--- config.mk ---
export PLATFORM = sky130hd
export DESIGN_NAME = sixteen_channel_pwm_register_block_core
export DESIGN_NICKNAME = d
export VERILOG_FILES = /design/src/pwmrb_pkg.sv /design/src/pwmrb_ctrl.sv /design/src/pwmrb_dp.sv /design/src/sixteen_channel_pwm_register_block_core.sv
export SDC_FILE = /design/constraint.sdc
export NUM_CORES = 2
export LEC_CHECK = 0
export BUFFER_PORTS_ARGS = -buffer_cell sky130_fd_sc_hd__buf_2
export CORE_MARGIN = 8
export CORE_UTILIZATION = 55
export CTS_BUF_LIST = sky130_fd_sc_hd__clkbuf_4 sky130_fd_sc_hd__clkbuf_8
export DETAILED_ROUTE_END_ITERATION = 12
export GPL_TIMING_DRIVEN = 0
export PLACE_DENSITY = 0.78
export SKIP_LAST_GASP = 1
export SYNTH_ARGS = -nofsm -noshare
export SYNTH_HDL_FRONTEND = slang
export SYNTH_HIERARCHICAL = 1
export SYNTH_SLANG_ARGS = --single-unit
--- constraint.sdc ---
create_clock -name i_clk -period 4.9 [get_ports i_clk]
set_input_delay 0 -clock i_clk [delete_from_list [all_inputs] [get_ports i_clk]]
set_output_delay 0 -clock i_clk [all_outputs]
set_load 0.03 [all_outputs]
--- src/pwmrb_pkg.sv ---
// Package for the sixteen-channel PWM register block.
// Holds the sizing constants, register map, transaction types and controller types.
// Has no dependencies; every other file imports it.
package pwmrb_pkg;

    // Sizing.
    localparam int NUM_CHANNELS = 16;
    localparam int COUNT_BITS   = 12;
    localparam int CH_W         = (NUM_CHANNELS > 1) ? $clog2(NUM_CHANNELS) : 1;
    localparam int OUT_BITS     = 16;
    localparam int CNT_W        = 13;

    // Register map.
    localparam logic [7:0] ADDR_MODE1    = 8'h00;
    localparam logic [7:0] ADDR_MODE2    = 8'h01;
    localparam logic [7:0] ADDR_ALIAS_LO = 8'h02;
    localparam logic [7:0] ADDR_ALIAS_HI = 8'h05;
    localparam logic [7:0] CH_BASE       = 8'h06;
    localparam logic [7:0] CH_END        = 8'(6 + 4 * NUM_CHANNELS);
    localparam logic [7:0] ALL_BASE      = 8'hFA;
    localparam logic [7:0] ALL_LAST      = 8'hFD;
    localparam logic [7:0] PRESCALE_ADDR = 8'hFE;

    // Byte positions inside one channel's four registers.
    localparam logic [1:0] SUB_ON_L  = 2'd0;
    localparam logic [1:0] SUB_ON_H  = 2'd1;
    localparam logic [1:0] SUB_OFF_L = 2'd2;
    localparam logic [1:0] SUB_OFF_H = 2'd3;

    // Bit positions and limits.
    localparam int FULL_IDX   = 12;
    localparam int SLEEP_IDX  = 4;
    localparam int INVRT_IDX  = 4;
    localparam int OUTDRV_IDX = 2;
    localparam logic [7:0] PRESCALE_FLOOR = 8'h03;

    // Output-disable behavior from mode two bits 1:0.
    localparam logic [1:0] OUTNE_LOW  = 2'd0;
    localparam logic [1:0] OUTNE_HIGH = 2'd1;

    // Reset values.
    localparam logic [7:0]       MODE1_RST    = 8'h11;
    localparam logic [4:0]       MODE2_RST    = 5'h04;
    localparam logic [7:0]       ALIAS0_RST   = 8'hE2;
    localparam logic [7:0]       ALIAS1_RST   = 8'hE4;
    localparam logic [7:0]       ALIAS2_RST   = 8'hE8;
    localparam logic [7:0]       ALIAS3_RST   = 8'hE0;
    localparam logic [7:0]       PRESCALE_RST = 8'h1E;
    localparam logic [CNT_W-1:0] ON_RST       = 13'h0000;
    localparam logic [CNT_W-1:0] OFF_RST      = 13'h1000;

    // Kind of transaction on the input channel.
    typedef enum logic [1:0] {
        ACT_WRITE = 2'd0,
        ACT_READ  = 2'd1,
        ACT_TICK  = 2'd2,
        ACT_NONE  = 2'd3
    } t_action;

    typedef struct packed {
        t_action    action;
        logic [7:0] reg_addr;
        logic [7:0] write_data;
        logic       outputs_disabled;
    } t_in_item;

    typedef struct packed {
        logic [7:0]          read_data;
        logic [OUT_BITS-1:0] pwm_level;
        logic [OUT_BITS-1:0] pwm_driven;
    } t_out_item;

    // Commands from the controller to the datapath.
    typedef struct packed {
        logic exec;
        logic capture;
    } t_ctrl_cmd;

    typedef enum logic {
        ST_IDLE   = 1'b0,
        ST_RESULT = 1'b1
    } t_state;

endpackage

--- src/pwmrb_ctrl.sv ---
// Controller for the PWM register block: handshakes and the two-step sequence.
// Depends on pwmrb_pkg for the command struct and state type.
module pwmrb_ctrl
    import pwmrb_pkg::*;
(
    input  logic      i_clk,
    input  logic      i_rst_n,
    input  logic      i_in_valid,
    output logic      o_in_stall,
    output logic      o_out_valid,
    input  logic      i_out_stall,
    output t_ctrl_cmd o_cmd
);

    t_state r_state;
    t_state n_state;
    logic   r_out_valid;
    logic   n_out_valid;
    logic   out_free;

    // The result register can take a new result when empty or being drained.
    assign out_free = !r_out_valid || !i_out_stall;

    // Next state.
    always_comb begin
        n_state = r_state;
        unique case (r_state)
            ST_IDLE: begin
                if (i_in_valid) begin
                    n_state = ST_RESULT;
                end
            end
            ST_RESULT: begin
                if (out_free) begin
                    n_state = ST_IDLE;
                end
            end
            default: n_state = ST_IDLE;
        endcase
    end

    // Outputs and commands.
    always_comb begin
        o_in_stall    = 1'b1;
        o_cmd.exec    = 1'b0;
        o_cmd.capture = 1'b0;
        unique case (r_state)
            ST_IDLE: begin
                o_in_stall = 1'b0;
                o_cmd.exec = i_in_valid;
            end
            ST_RESULT: begin
                o_cmd.capture = out_free;
            end
            default: o_in_stall = 1'b1;
        endcase
    end

    // Result valid is set on capture and held until the transaction completes.
    assign n_out_valid = o_cmd.capture || (r_out_valid && i_out_stall);
    assign o_out_valid = r_out_valid;

    always_ff @(posedge i_clk) begin
        if (!i_rst_n) begin
            r_state     <= ST_IDLE;
            r_out_valid <= 1'b0;
        end else begin
            r_state     <= n_state;
            r_out_valid <= n_out_valid;
        end
    end

`ifndef ASSERT_OFF
    a_exec_to_result: assert property (@(posedge i_clk) disable iff (!i_rst_n)
        o_cmd.exec |=> (r_state == ST_RESULT))
        else $error("accepted transaction did not move to result state");

    a_capture_valid: assert property (@(posedge i_clk) disable iff (!i_rst_n)
        o_cmd.capture |=> r_out_valid)
        else $error("captured result not presented");

    a_blocked_holds: assert property (@(posedge i_clk) disable iff (!i_rst_n)
        (r_state == ST_RESULT && r_out_valid && i_out_stall) |=> (r_state == ST_RESULT))
        else $error("result overwritten while previous one was stalled");
`endif

endmodule

--- src/pwmrb_dp.sv ---
// Datapath for the PWM register block: register file, prescale divider,
// period counter, channel comparators and the result register. Uses pwmrb_pkg.
module pwmrb_dp
    import pwmrb_pkg::*;
(
    input  logic      i_clk,
    input  logic      i_rst_n,
    input  t_ctrl_cmd i_cmd,
    input  t_in_item  i_in_data,
    output t_out_item o_out_data
);

    logic [7:0]            r_mode_one,  n_mode_one;
    logic [4:0]            r_mode_two,  n_mode_two;
    logic [7:0]            r_alias      [4];
    logic [7:0]            n_alias      [4];
    logic [7:0]            r_prescale,  n_prescale;
    logic [7:0]            r_divider,   n_divider;
    logic [COUNT_BITS-1:0] r_counter,   n_counter;
    logic [CNT_W-1:0]      r_on         [NUM_CHANNELS];
    logic [CNT_W-1:0]      n_on         [NUM_CHANNELS];
    logic [CNT_W-1:0]      r_off        [NUM_CHANNELS];
    logic [CNT_W-1:0]      n_off        [NUM_CHANNELS];
    logic [7:0]            r_rd,        n_rd;
    logic                  r_disabled,  n_disabled;
    t_out_item             r_out;

    logic [7:0]       addr;
    logic [7:0]       data;
    logic [7:0]       chan_off;
    logic             chan_hit;
    logic             all_hit;
    logic [1:0]       sub;
    logic [CH_W-1:0]  ch_sel;
    logic [1:0]       alias_sel;
    logic [CNT_W-1:0] rd_count;
    logic [7:0]       rd_byte;
    logic [OUT_BITS-1:0] level;
    logic [OUT_BITS-1:0] driven;

    // Compare window of one channel against the period counter.
    function automatic logic chan_level(
        input logic [CNT_W-1:0]      on,
        input logic [CNT_W-1:0]      off,
        input logic [COUNT_BITS-1:0] cnt
    );
        logic [COUNT_BITS-1:0] on_c;
        logic [COUNT_BITS-1:0] off_c;
        logic                  lv;
        on_c  = on[COUNT_BITS-1:0];
        off_c = off[COUNT_BITS-1:0];
        priority if (on[FULL_IDX]) begin
            lv = 1'b1;
        end else if (off[FULL_IDX]) begin
            lv = 1'b0;
        end else if (on_c < off_c) begin
            lv = (cnt >= on_c) && (cnt < off_c);
        end else if (on_c > off_c) begin
            lv = (cnt >= on_c) || (cnt < off_c);
        end else begin
            lv = 1'b0;
        end
        return lv;
    endfunction

    // Address decode.
    assign addr      = i_in_data.reg_addr;
    assign data      = i_in_data.write_data;
    assign chan_off  = addr - CH_BASE;
    assign chan_hit  = (addr >= CH_BASE) && (addr < CH_END);
    assign all_hit   = (addr >= ALL_BASE) && (addr <= ALL_LAST);
    assign sub       = chan_hit ? chan_off[1:0] : (addr[1:0] - ALL_BASE[1:0]);
    assign ch_sel    = chan_off[CH_W+1:2];
    assign alias_sel = addr[1:0] - ADDR_ALIAS_LO[1:0];

    // Read mux over the register map.
    always_comb begin
        rd_count = (sub == SUB_OFF_L || sub == SUB_OFF_H) ? r_off[ch_sel] : r_on[ch_sel];
        priority if (addr == ADDR_MODE1) begin
            rd_byte = r_mode_one;
        end else if (addr == ADDR_MODE2) begin
            rd_byte = {3'b000, r_mode_two};
        end else if (addr >= ADDR_ALIAS_LO && addr <= ADDR_ALIAS_HI) begin
            rd_byte = r_alias[alias_sel];
        end else if (chan_hit) begin
            rd_byte = (sub == SUB_ON_H || sub == SUB_OFF_H) ?
                      {3'b000, rd_count[CNT_W-1:8]} : rd_count[7:0];
        end else if (addr == PRESCALE_ADDR) begin
            rd_byte = r_prescale;
        end else begin
            rd_byte = 8'h00;
        end
    end

    // Next-state logic for one accepted transaction.
    always_comb begin
        n_mode_one = r_mode_one;
        n_mode_two = r_mode_two;
        n_alias    = r_alias;
        n_prescale = r_prescale;
        n_divider  = r_divider;
        n_counter  = r_counter;
        n_on       = r_on;
        n_off      = r_off;
        n_rd       = r_rd;
        n_disabled = r_disabled;
        if (i_cmd.exec) begin
            n_rd       = 8'h00;
            n_disabled = i_in_data.outputs_disabled;
            unique case (i_in_data.action)
                ACT_WRITE: begin
                    priority if (addr == ADDR_MODE1) begin
                        n_mode_one = data;
                    end else if (addr == ADDR_MODE2) begin
                        n_mode_two = data[4:0];
                    end else if (addr >= ADDR_ALIAS_LO && addr <= ADDR_ALIAS_HI) begin
                        n_alias[alias_sel] = data;
                    end else if (addr == PRESCALE_ADDR) begin
                        if (r_mode_one[SLEEP_IDX]) begin
                            n_prescale = (data < PRESCALE_FLOOR) ? PRESCALE_FLOOR : data;
                        end
                    end else begin
                        // Channel and all-channel writes share the byte placement.
                        for (int ch = 0; ch < NUM_CHANNELS; ch++) begin
                            if ((chan_hit && ch_sel == CH_W'(ch)) || all_hit) begin
                                unique case (sub)
                                    SUB_ON_L:  n_on[ch][7:0]        = data;
                                    SUB_ON_H:  n_on[ch][CNT_W-1:8]  = data[4:0];
                                    SUB_OFF_L: n_off[ch][7:0]       = data;
                                    SUB_OFF_H: n_off[ch][CNT_W-1:8] = data[4:0];
                                    default:   n_on[ch]             = r_on[ch];
                                endcase
                            end
                        end
                    end
                end
                ACT_READ: begin
                    n_rd = rd_byte;
                end
                ACT_TICK: begin
                    if (!r_mode_one[SLEEP_IDX]) begin
                        if (r_divider >= r_prescale) begin
                            n_divider = 8'h00;
                            n_counter = r_counter + 1'b1;
                        end else begin
                            n_divider = r_divider + 8'h01;
                        end
                    end
                end
                ACT_NONE: begin
                    n_rd = 8'h00;
                end
                default: n_rd = 8'h00;
            endcase
        end
    end

    // Channel outputs from the updated state.
    always_comb begin
        level  = '0;
        driven = '0;
        for (int ch = 0; ch < NUM_CHANNELS; ch++) begin
            if (r_disabled) begin
                if (r_mode_two[1:0] == OUTNE_LOW) begin
                    driven[ch] = 1'b1;
                end else if (r_mode_two[1:0] == OUTNE_HIGH && r_mode_two[OUTDRV_IDX]) begin
                    level[ch]  = 1'b1;
                    driven[ch] = 1'b1;
                end
            end else begin
                if (r_mode_two[OUTDRV_IDX]) begin
                    level[ch]  = chan_level(r_on[ch], r_off[ch], r_counter)
                                 ^ r_mode_two[INVRT_IDX];
                    driven[ch] = 1'b1;
                end else begin
                    driven[ch] = !(chan_level(r_on[ch], r_off[ch], r_counter)
                                   ^ r_mode_two[INVRT_IDX]);
                end
            end
        end
    end

    // State registers.
    always_ff @(posedge i_clk) begin
        if (!i_rst_n) begin
            r_mode_one <= MODE1_RST;
            r_mode_two <= MODE2_RST;
            r_alias[0] <= ALIAS0_RST;
            r_alias[1] <= ALIAS1_RST;
            r_alias[2] <= ALIAS2_RST;
            r_alias[3] <= ALIAS3_RST;
            r_prescale <= PRESCALE_RST;
            r_divider  <= 8'h00;
            r_counter  <= '0;
            for (int ch = 0; ch < NUM_CHANNELS; ch++) begin
                r_on[ch]  <= ON_RST;
                r_off[ch] <= OFF_RST;
            end
        end else begin
            r_mode_one <= n_mode_one;
            r_mode_two <= n_mode_two;
            r_alias    <= n_alias;
            r_prescale <= n_prescale;
            r_divider  <= n_divider;
            r_counter  <= n_counter;
            r_on       <= n_on;
            r_off      <= n_off;
        end
    end

    // Per-transaction payload and the result register.
    always_ff @(posedge i_clk) begin
        r_rd       <= n_rd;
        r_disabled <= n_disabled;
        if (i_cmd.capture) begin
            r_out.read_data  <= r_rd;
            r_out.pwm_level  <= level;
            r_out.pwm_driven <= driven;
        end
    end

    assign o_out_data = r_out;

`ifndef ASSERT_OFF
    a_prescale_floor: assert property (@(posedge i_clk) disable iff (!i_rst_n)
        r_prescale >= PRESCALE_FLOOR)
        else $error("prescale below minimum");

    a_sleep_freezes: assert property (@(posedge i_clk) disable iff (!i_rst_n)
        (i_cmd.exec && i_in_data.action == ACT_TICK && r_mode_one[SLEEP_IDX])
        |=> ($stable(r_counter) && $stable(r_divider)))
        else $error("counter advanced while sleeping");

    a_read_byte_only_on_read: assert property (@(posedge i_clk) disable iff (!i_rst_n)
        (i_cmd.exec && i_in_data.action != ACT_READ) |=> (r_rd == 8'h00))
        else $error("read byte nonzero for a transaction that is not a read");
`endif

endmodule

--- src/sixteen_channel_pwm_register_block_core.sv ---
// Top level of the sixteen-channel PWM register block.
// Instantiates pwmrb_ctrl and pwmrb_dp; types and constants come from pwmrb_pkg.
//
// Each input transaction is a register write, a register read or one oscillator tick,
// and it yields one result transaction with the read byte and the level and drive state
// of every channel after the access. A transaction runs in two steps: first the
// controller applies the access or tick to the register file, divider and period
// counter, then the channel comparators are evaluated into the result register, which
// waits while the previous result is still stalled. Input stays stalled until then, but
// the next input transaction is accepted while a finished result still waits to be taken.
module sixteen_channel_pwm_register_block_core
    import pwmrb_pkg::*;
(
    input  logic      i_clk,
    input  logic      i_rst_n,
    input  logic      i_in_valid,
    output logic      o_in_stall,
    input  t_in_item  i_in_data,
    output logic      o_out_valid,
    input  logic      i_out_stall,
    output t_out_item o_out_data
);

    t_ctrl_cmd cmd;

    // Handshake and sequencing.
    pwmrb_ctrl u_ctrl (
        .i_clk       (i_clk),
        .i_rst_n     (i_rst_n),
        .i_in_valid  (i_in_valid),
        .o_in_stall  (o_in_stall),
        .o_out_valid (o_out_valid),
        .i_out_stall (i_out_stall),
        .o_cmd       (cmd)
    );

    // Registers, counters and channel outputs.
    pwmrb_dp u_dp (
        .i_clk      (i_clk),
        .i_rst_n    (i_rst_n),
        .i_cmd      (cmd),
        .i_in_data  (i_in_data),
        .o_out_data (o_out_data)
    );

endmodule

* Yosys cells after proc, flatten, opt, wreduce, memory -nomap -nowiden
Index checks and enable logic that the tools add are counted.
** Storage, ports and cells
- Bits in registers :: 540
- Latch bits :: 0
- RAM bits :: 0
- ROM bits :: 0
- Output and inout port bits :: 42
- Memories kept :: 0
** Operators by class
- Add/sub/neg operators :: 4
- Multiply operators :: 0
- Div/mod/pow operators :: 0
- Order comparisons :: 75
- Equality and inequality tests :: 23
- Shift-type cells :: 0
- Mux-type cells :: 223
- Bitwise operators :: 40
- Reductions and logical operators :: 167
** Operators by type and width (count)
- AND reduction 8 bit :: 64
- less-than comparator 12 bit :: 32
- 2-to-1 mux 1 bit :: 200
- >= comparator 12 bit :: 16
- > comparator 12 bit :: 16
- binary-select mux 13 bit (select 4 bit) :: 2
- 2-to-1 mux 8 bit :: 11
- 2-to-1 mux 13 bit :: 5
- logical AND 1 bit :: 38
- logical OR 1 bit :: 36
- bitwise mux 32 bit :: 1
- equality test 4 bit (second input constant) :: 8
- bitwise XOR 1 bit :: 32
- zero test 1 bit :: 18
- binary-select mux 8 bit (select 2 bit) :: 1
- demux 8 bit (select 2 bit) :: 1
- equality test 4 x 3 -> 1 bit (second input constant) :: 4
- adder 12 x 1 -> 12 bit (second input constant) :: 1
- adder 8 x 1 -> 8 bit (second input constant) :: 1
- equality test 4 x 2 -> 1 bit (second input constant) :: 2
- equality test 8 x 1 -> 1 bit (second input constant) :: 1
- equality test 8 bit (second input constant) :: 1
- >= comparator 8 x 2 -> 1 bit (second input constant) :: 1
- >= comparator 8 x 3 -> 1 bit (second input constant) :: 1
- other kinds (26) :: 39

* Depth between registers and ports, before layout
- Depth after elaboration :: 12
- Mapped depth :: 13
- Depth with buffers taken out :: 10

* Hierarchy
The synthesis kept the hierarchy.
** By module, submodules not included
- pwmrb_dp :: times used 1, cells an instance 4745, area each 39227.6 sq um
- pwmrb_ctrl :: times used 1, cells an instance 8, area each 78.8 sq um

* Least setup slack after synthesis
Ideal clock, no wire load.
- Kind :: reg-to-reg
- Start :: register u_ctrl.r_state
- End :: register u_dp.r_out (netlist bit u_dp/o_out_data[0]) (enable)
- Library setup time :: 498 ps
- Arrival time :: 3537 ps
- Setup slack :: 865 ps
- Stages on the path, launching flop included :: 2
- Cell sequence :: dfxtp_1 > a21boi_0
** RTL lines
- from (decl) :: RTL line pwmrb_ctrl.sv:15 : t_state r_state;
- from (signal assigned) :: RTL line pwmrb_ctrl.sv:68 : r_state <= n_state;
- to (decl) :: RTL line pwmrb_dp.sv:26 : t_out_item r_out;

* Worst setup path in the final report
- Start :: register u_dp.r_counter[0]
- End :: register u_dp.r_out (netlist bit u_dp/o_out_data[6]) (data pin)
** Between the ends
- Longest elaborated chain between the ends :: 12
** Ends and longest elaborated chain
- from (decl) :: RTL line pwmrb_dp.sv:19 : logic [COUNT_BITS-1:0] r_counter, n_counter;
- from (signal assigned) :: RTL line pwmrb_dp.sv:205 : r_counter <= n_counter;
- >= comparator 12 bit or less-than comparator 12 bit (tied branches) :: RTL line pwmrb_dp.sv:57, pwmrb_dp.sv:59
- logical OR 1 bit :: RTL line pwmrb_dp.sv:59 : lv = (cnt >= on_c) || (cnt < off_c);
- 2-to-1 mux 1 bit :: RTL line pwmrb_dp.sv:58 : end else if (on_c > off_c) begin
- 2-to-1 mux 1 bit * :: RTL line pwmrb_dp.sv:56 : end else if (on_c < off_c) begin
- 2-to-1 mux 1 bit * :: RTL line pwmrb_dp.sv:54 : end else if (off[FULL_IDX]) begin
- 2-to-1 mux 1 bit * :: RTL line pwmrb_dp.sv:52 : priority if (on[FULL_IDX]) begin
- 2-to-1 mux 1 bit * :: RTL line pwmrb_dp.sv:171 : if (r_mode_two[OUTDRV_IDX]) begin
- 2-to-1 mux 1 bit * :: RTL line pwmrb_dp.sv:163 : if (r_disabled) begin
- bitwise XOR 1 bit * :: RTL line pwmrb_dp.sv:177 : ^ r_mode_two[INVRT_IDX]);
- zero test 1 bit * :: RTL line pwmrb_dp.sv:176 : driven[ch] = !(chan_level(r_on[ch], r_off[ch], r_counter)
- 2-to-1 mux 1 bit * :: RTL line pwmrb_dp.sv:171
- 2-to-1 mux 1 bit * :: RTL line pwmrb_dp.sv:163
- via u_dp.driven[6] :: RTL line pwmrb_dp.sv:39 : logic [OUT_BITS-1:0] driven;
Mark *: on every way through the listed nets, which the timed path passes. The rest lies on a longest branch. The select of a mux whose other input is x is not followed.
A chain may end at the register's enable or synchronous reset.

==> flow_summary.json <==
{
  "cpMostUsedCell": "o21ai_0",
  "grt.overflow.total": 0,
  "yosysTopAreaCellShare": 0.250,
  "slew_headroom": -0.0736,
  "powerDensity_nw_per_um2": 234,
  "violations": "max-capacitance violations, max-slew violations, negative setup slack",
  "path_class": "flop to flop",
  "crit_chain": "buf_4, buf_4, inv_2, ha_1, nor2b_1, o21ai_0, a221oi_1, o21ai_0, nand2_1, o311ai_1, xor2_1, o21ai_0",
  "drive_above_1_share": 0.0906,
  "hpwl_um": 143000,
  "worstPathMaxFanout": 10,
  "drt.antenna.violating_nets": 0,
  "grt_start_max_net_pins": 40,
  "die_h_um": 283,
  "design.core.area_um2": 71100,
  "slowest_delay_ns": 1.10,
  "area_growth_pct": 9.87,
  "worstMarginPinSlew_ns": 1.61,
  "wl_um": 186000,
  "final_core_util": 0.607,
  "grt_pass1_vias": 37015,
  "place.gp.congestion": 1.10,
  "synthCells": 4753,
  "ios": 65,
  "fin_crit_sh": 1.01,
  "setup_viol": 4,
  "syn_avg_cell_area_um2": 8.27,
  "ys_ff_latch": 540,
  "drv_cap": 1,
  "vdd_drop_max_mv": 0.261,
  "max_freq_mhz": 202,
  "grt_pass1_wl_um": 262000,
  "clkLatencyLatePin_ns": 0.75,
  "cts_tree": "done",
  "run_status": "finished, violations left",
  "cts.clk_slew.worst_paths_ns": 0.06,
  "gr-usage-all-layers": 0.444,
  "layout_commonest_cell": "nand2_1",
  "start_util": 0.553,
  "yosysWarnings": 6,
  "vias": 39606,
  "cp_slowest_cell": "o311ai_1",
  "cts.sinks": 540,
  "drt-pass1-iter-count": 7,
  "setup_slack_ns": -0.0564,
  "ys_top_cells_by_area": "dfxtp_1 (25%), ha_1 (18%), nand2_1 (6.7%)",
  "cts_made_buffers": 92,
  "die_w_um": 283,
  "required_ns": 5.34,
  "synth_edf_count": 49,
  "holdCritPathClass": "primary input to flop",
  "synth_cell_types": 79,
  "ys_seq_area_frac": 0.288,
  "wl_per_cell_um": 31.3,
  "die_area_um2": 80300,
  "fin_hold_ws_ns": 0.115,
  "vias_per_cell": 6.64,
  "synth-main-ff-cell": "dfxtp_1",
  "async_flop_share": 0,
  "leakage_nw": 16.3,
  "synth_nets": 5348,
  "numPortBuffers": 55,
  "pre_cts_ws_ns": 0.0967,
  "nNetsFinal": 5519,
  "htree_levels": 3,
  "cp-end-kind": "flop",
  "yosysTopAreaCell": "dfxtp_1",
  "skew_ns": 0.0669,
  "cts_buffer_depth": 3,
  "layout_min_cycle_time_ns": 4.96,
  "hold_viol": 0,
  "num_rows": 98,
  "drt-initial-drc-count": 4997,
  "crit_path_start_kind": "flop",
  "cts-root-buf": "clkbuf_8",
  "syn_area_um2": 39300,
  "worstPathArrival_ns": 5.40,
  "drc": 0,
  "antenna_found_initial": 23,
  "slew_viol_final": 11,
  "layout_common_cells": "nand2_1 (706), ha_1 (572), dfxtp_1 (480), inv_1 (426), nand3_1 (305)"
}
worst max-delay path, delay by kind of cell, from the launching register on:
kind                       cells  cell delay [ns]
AOI/OAI and AO/OA              5             1.87
and+or+nand+nor                2             0.22
buffers and inverters          3             1.31
xor gates and xnor gates       1             0.20
adders and majority gates      1             0.31
DFF                            1             0.73
stage by stage:
stage | setup TNS (ns) | cell area [um^2] | total power [W] | std cells
CTS | 0 | 43100 | 0.0100 | 5948
global route | -0.0264 | 43200 | 0.0103 | 5951
finish | -0.106 | 43200 | 0.0101 | 5963
floorplan | 0 | 39300 | 0.00514 | 4753
detailed placement | 0 | 40900 | 0.00562 | 5763
global placement | -13.04 | 40800 | 0.00563 | 5758
final timing paths:
path	slack, ns	depth (start not counted)	start	end
max	-0.06	12	u_dp/r_counter[0]	u_dp/o_out_data[6]
min	0.12	3	i_rst_n	u_ctrl/o_out_valid
max reg2reg	-0.06	12	u_dp/r_counter[0]	u_dp/o_out_data[6]
min reg2reg	0.42	0	u_dp/r_rd[5]	u_dp/o_out_data[37]
state kept, by name, summed over array words and instances (netlist names):
name                cells
u_ctrl/o_out_valid      1
u_dp/o_out_data        40
u_dp/r_prescale         8
u_dp/r_mode_one         8
u_ctrl/r_state          1
u_dp/r_rd               8
u_dp/r_alias           32
u_dp/r_off            208
u_dp/r_counter         12
u_dp/r_disabled         1
u_dp/r_divider          8
u_dp/r_mode_two         5
u_dp/r_on             208
cells in the mapped netlist, drive strengths merged (8+ instances only):
| library cell | n |
|---|---|
| nand2 | 710 |
| a41oi | 12 |
| nor2b | 177 |
| and2 | 13 |
| a21oi | 252 |
| o211ai | 61 |
| or3 | 8 |
| ha | 572 |
| dfxtp | 491 |
| a2111o | 11 |
| mux4 | 58 |
| a21boi | 316 |
| edfxtp | 49 |
| nand4 | 54 |
| o221ai | 9 |
| xnor2 | 17 |
| a21o | 43 |
| a32oi | 8 |
| o22ai | 18 |
| clkbuf | 154 |
| o31ai | 10 |
| mux2i | 159 |
| a221o | 11 |
| nor2 | 162 |
| o21a | 8 |
| nor4 | 13 |
| and3 | 15 |
| nor3 | 41 |
| o311ai | 17 |
| inv | 428 |
| nor3b | 11 |
| xor2 | 24 |
| a31oi | 22 |
| buf | 108 |
| a211oi | 27 |
| nand3 | 306 |
| o21ai | 280 |
| a221oi | 16 |
power by group:
group / internal, W / switching, W
Sequential: 0.00446 / 0.00000864
Clock: 0.00247 / 0.00202
Combinational: 0.000273 / 0.000852
layout make-up:
cell class	count	area, um^2
tap	950	1190
multi-input combinational	3523	25300
fill	6467	27900
clock inverter	31	265
sequential	540	11300
antenna	13	32.5
clock buffer	139	1760
inverter	428	1610
buffer	262	1160
timing repair buffer	77	538
per-layer routing:
metal,part of all wire,wire [um],up-vias,track usage
met1,0.37,69400,18658,0.549
met5,0.00062,115,-,0
met4,0.084,15700,18,0.310
met3,0.14,26900,812,0.162
li1,-,-,17173,-
met2,0.40,74300,2945,0.638
cell families after synthesis:
| kind of cell | synth area share |
|---|---|
| muxes | 0.0757 |
| buffers and inverters | 0.0705 |
| xor gates and xnor gates | 0.00980 |
| adders and majority gates | 0.184 |
| DFF | 0.288 |
| AOI/OAI and AO/OA | 0.191 |
| and+or+nand+nor | 0.181 |
repair_timing:
| item | CTS | global route |
|---|---|---|
| buffers inserted | 0 | 0 |
| endpoints found under the hold margin | 64 | 0 |
| setup endpoints to repair | 0 | 6 |
| resized for setup | 0 | 3 |
| hold buffers | 15 | 0 |
Power figures use the tool's default switching activity.
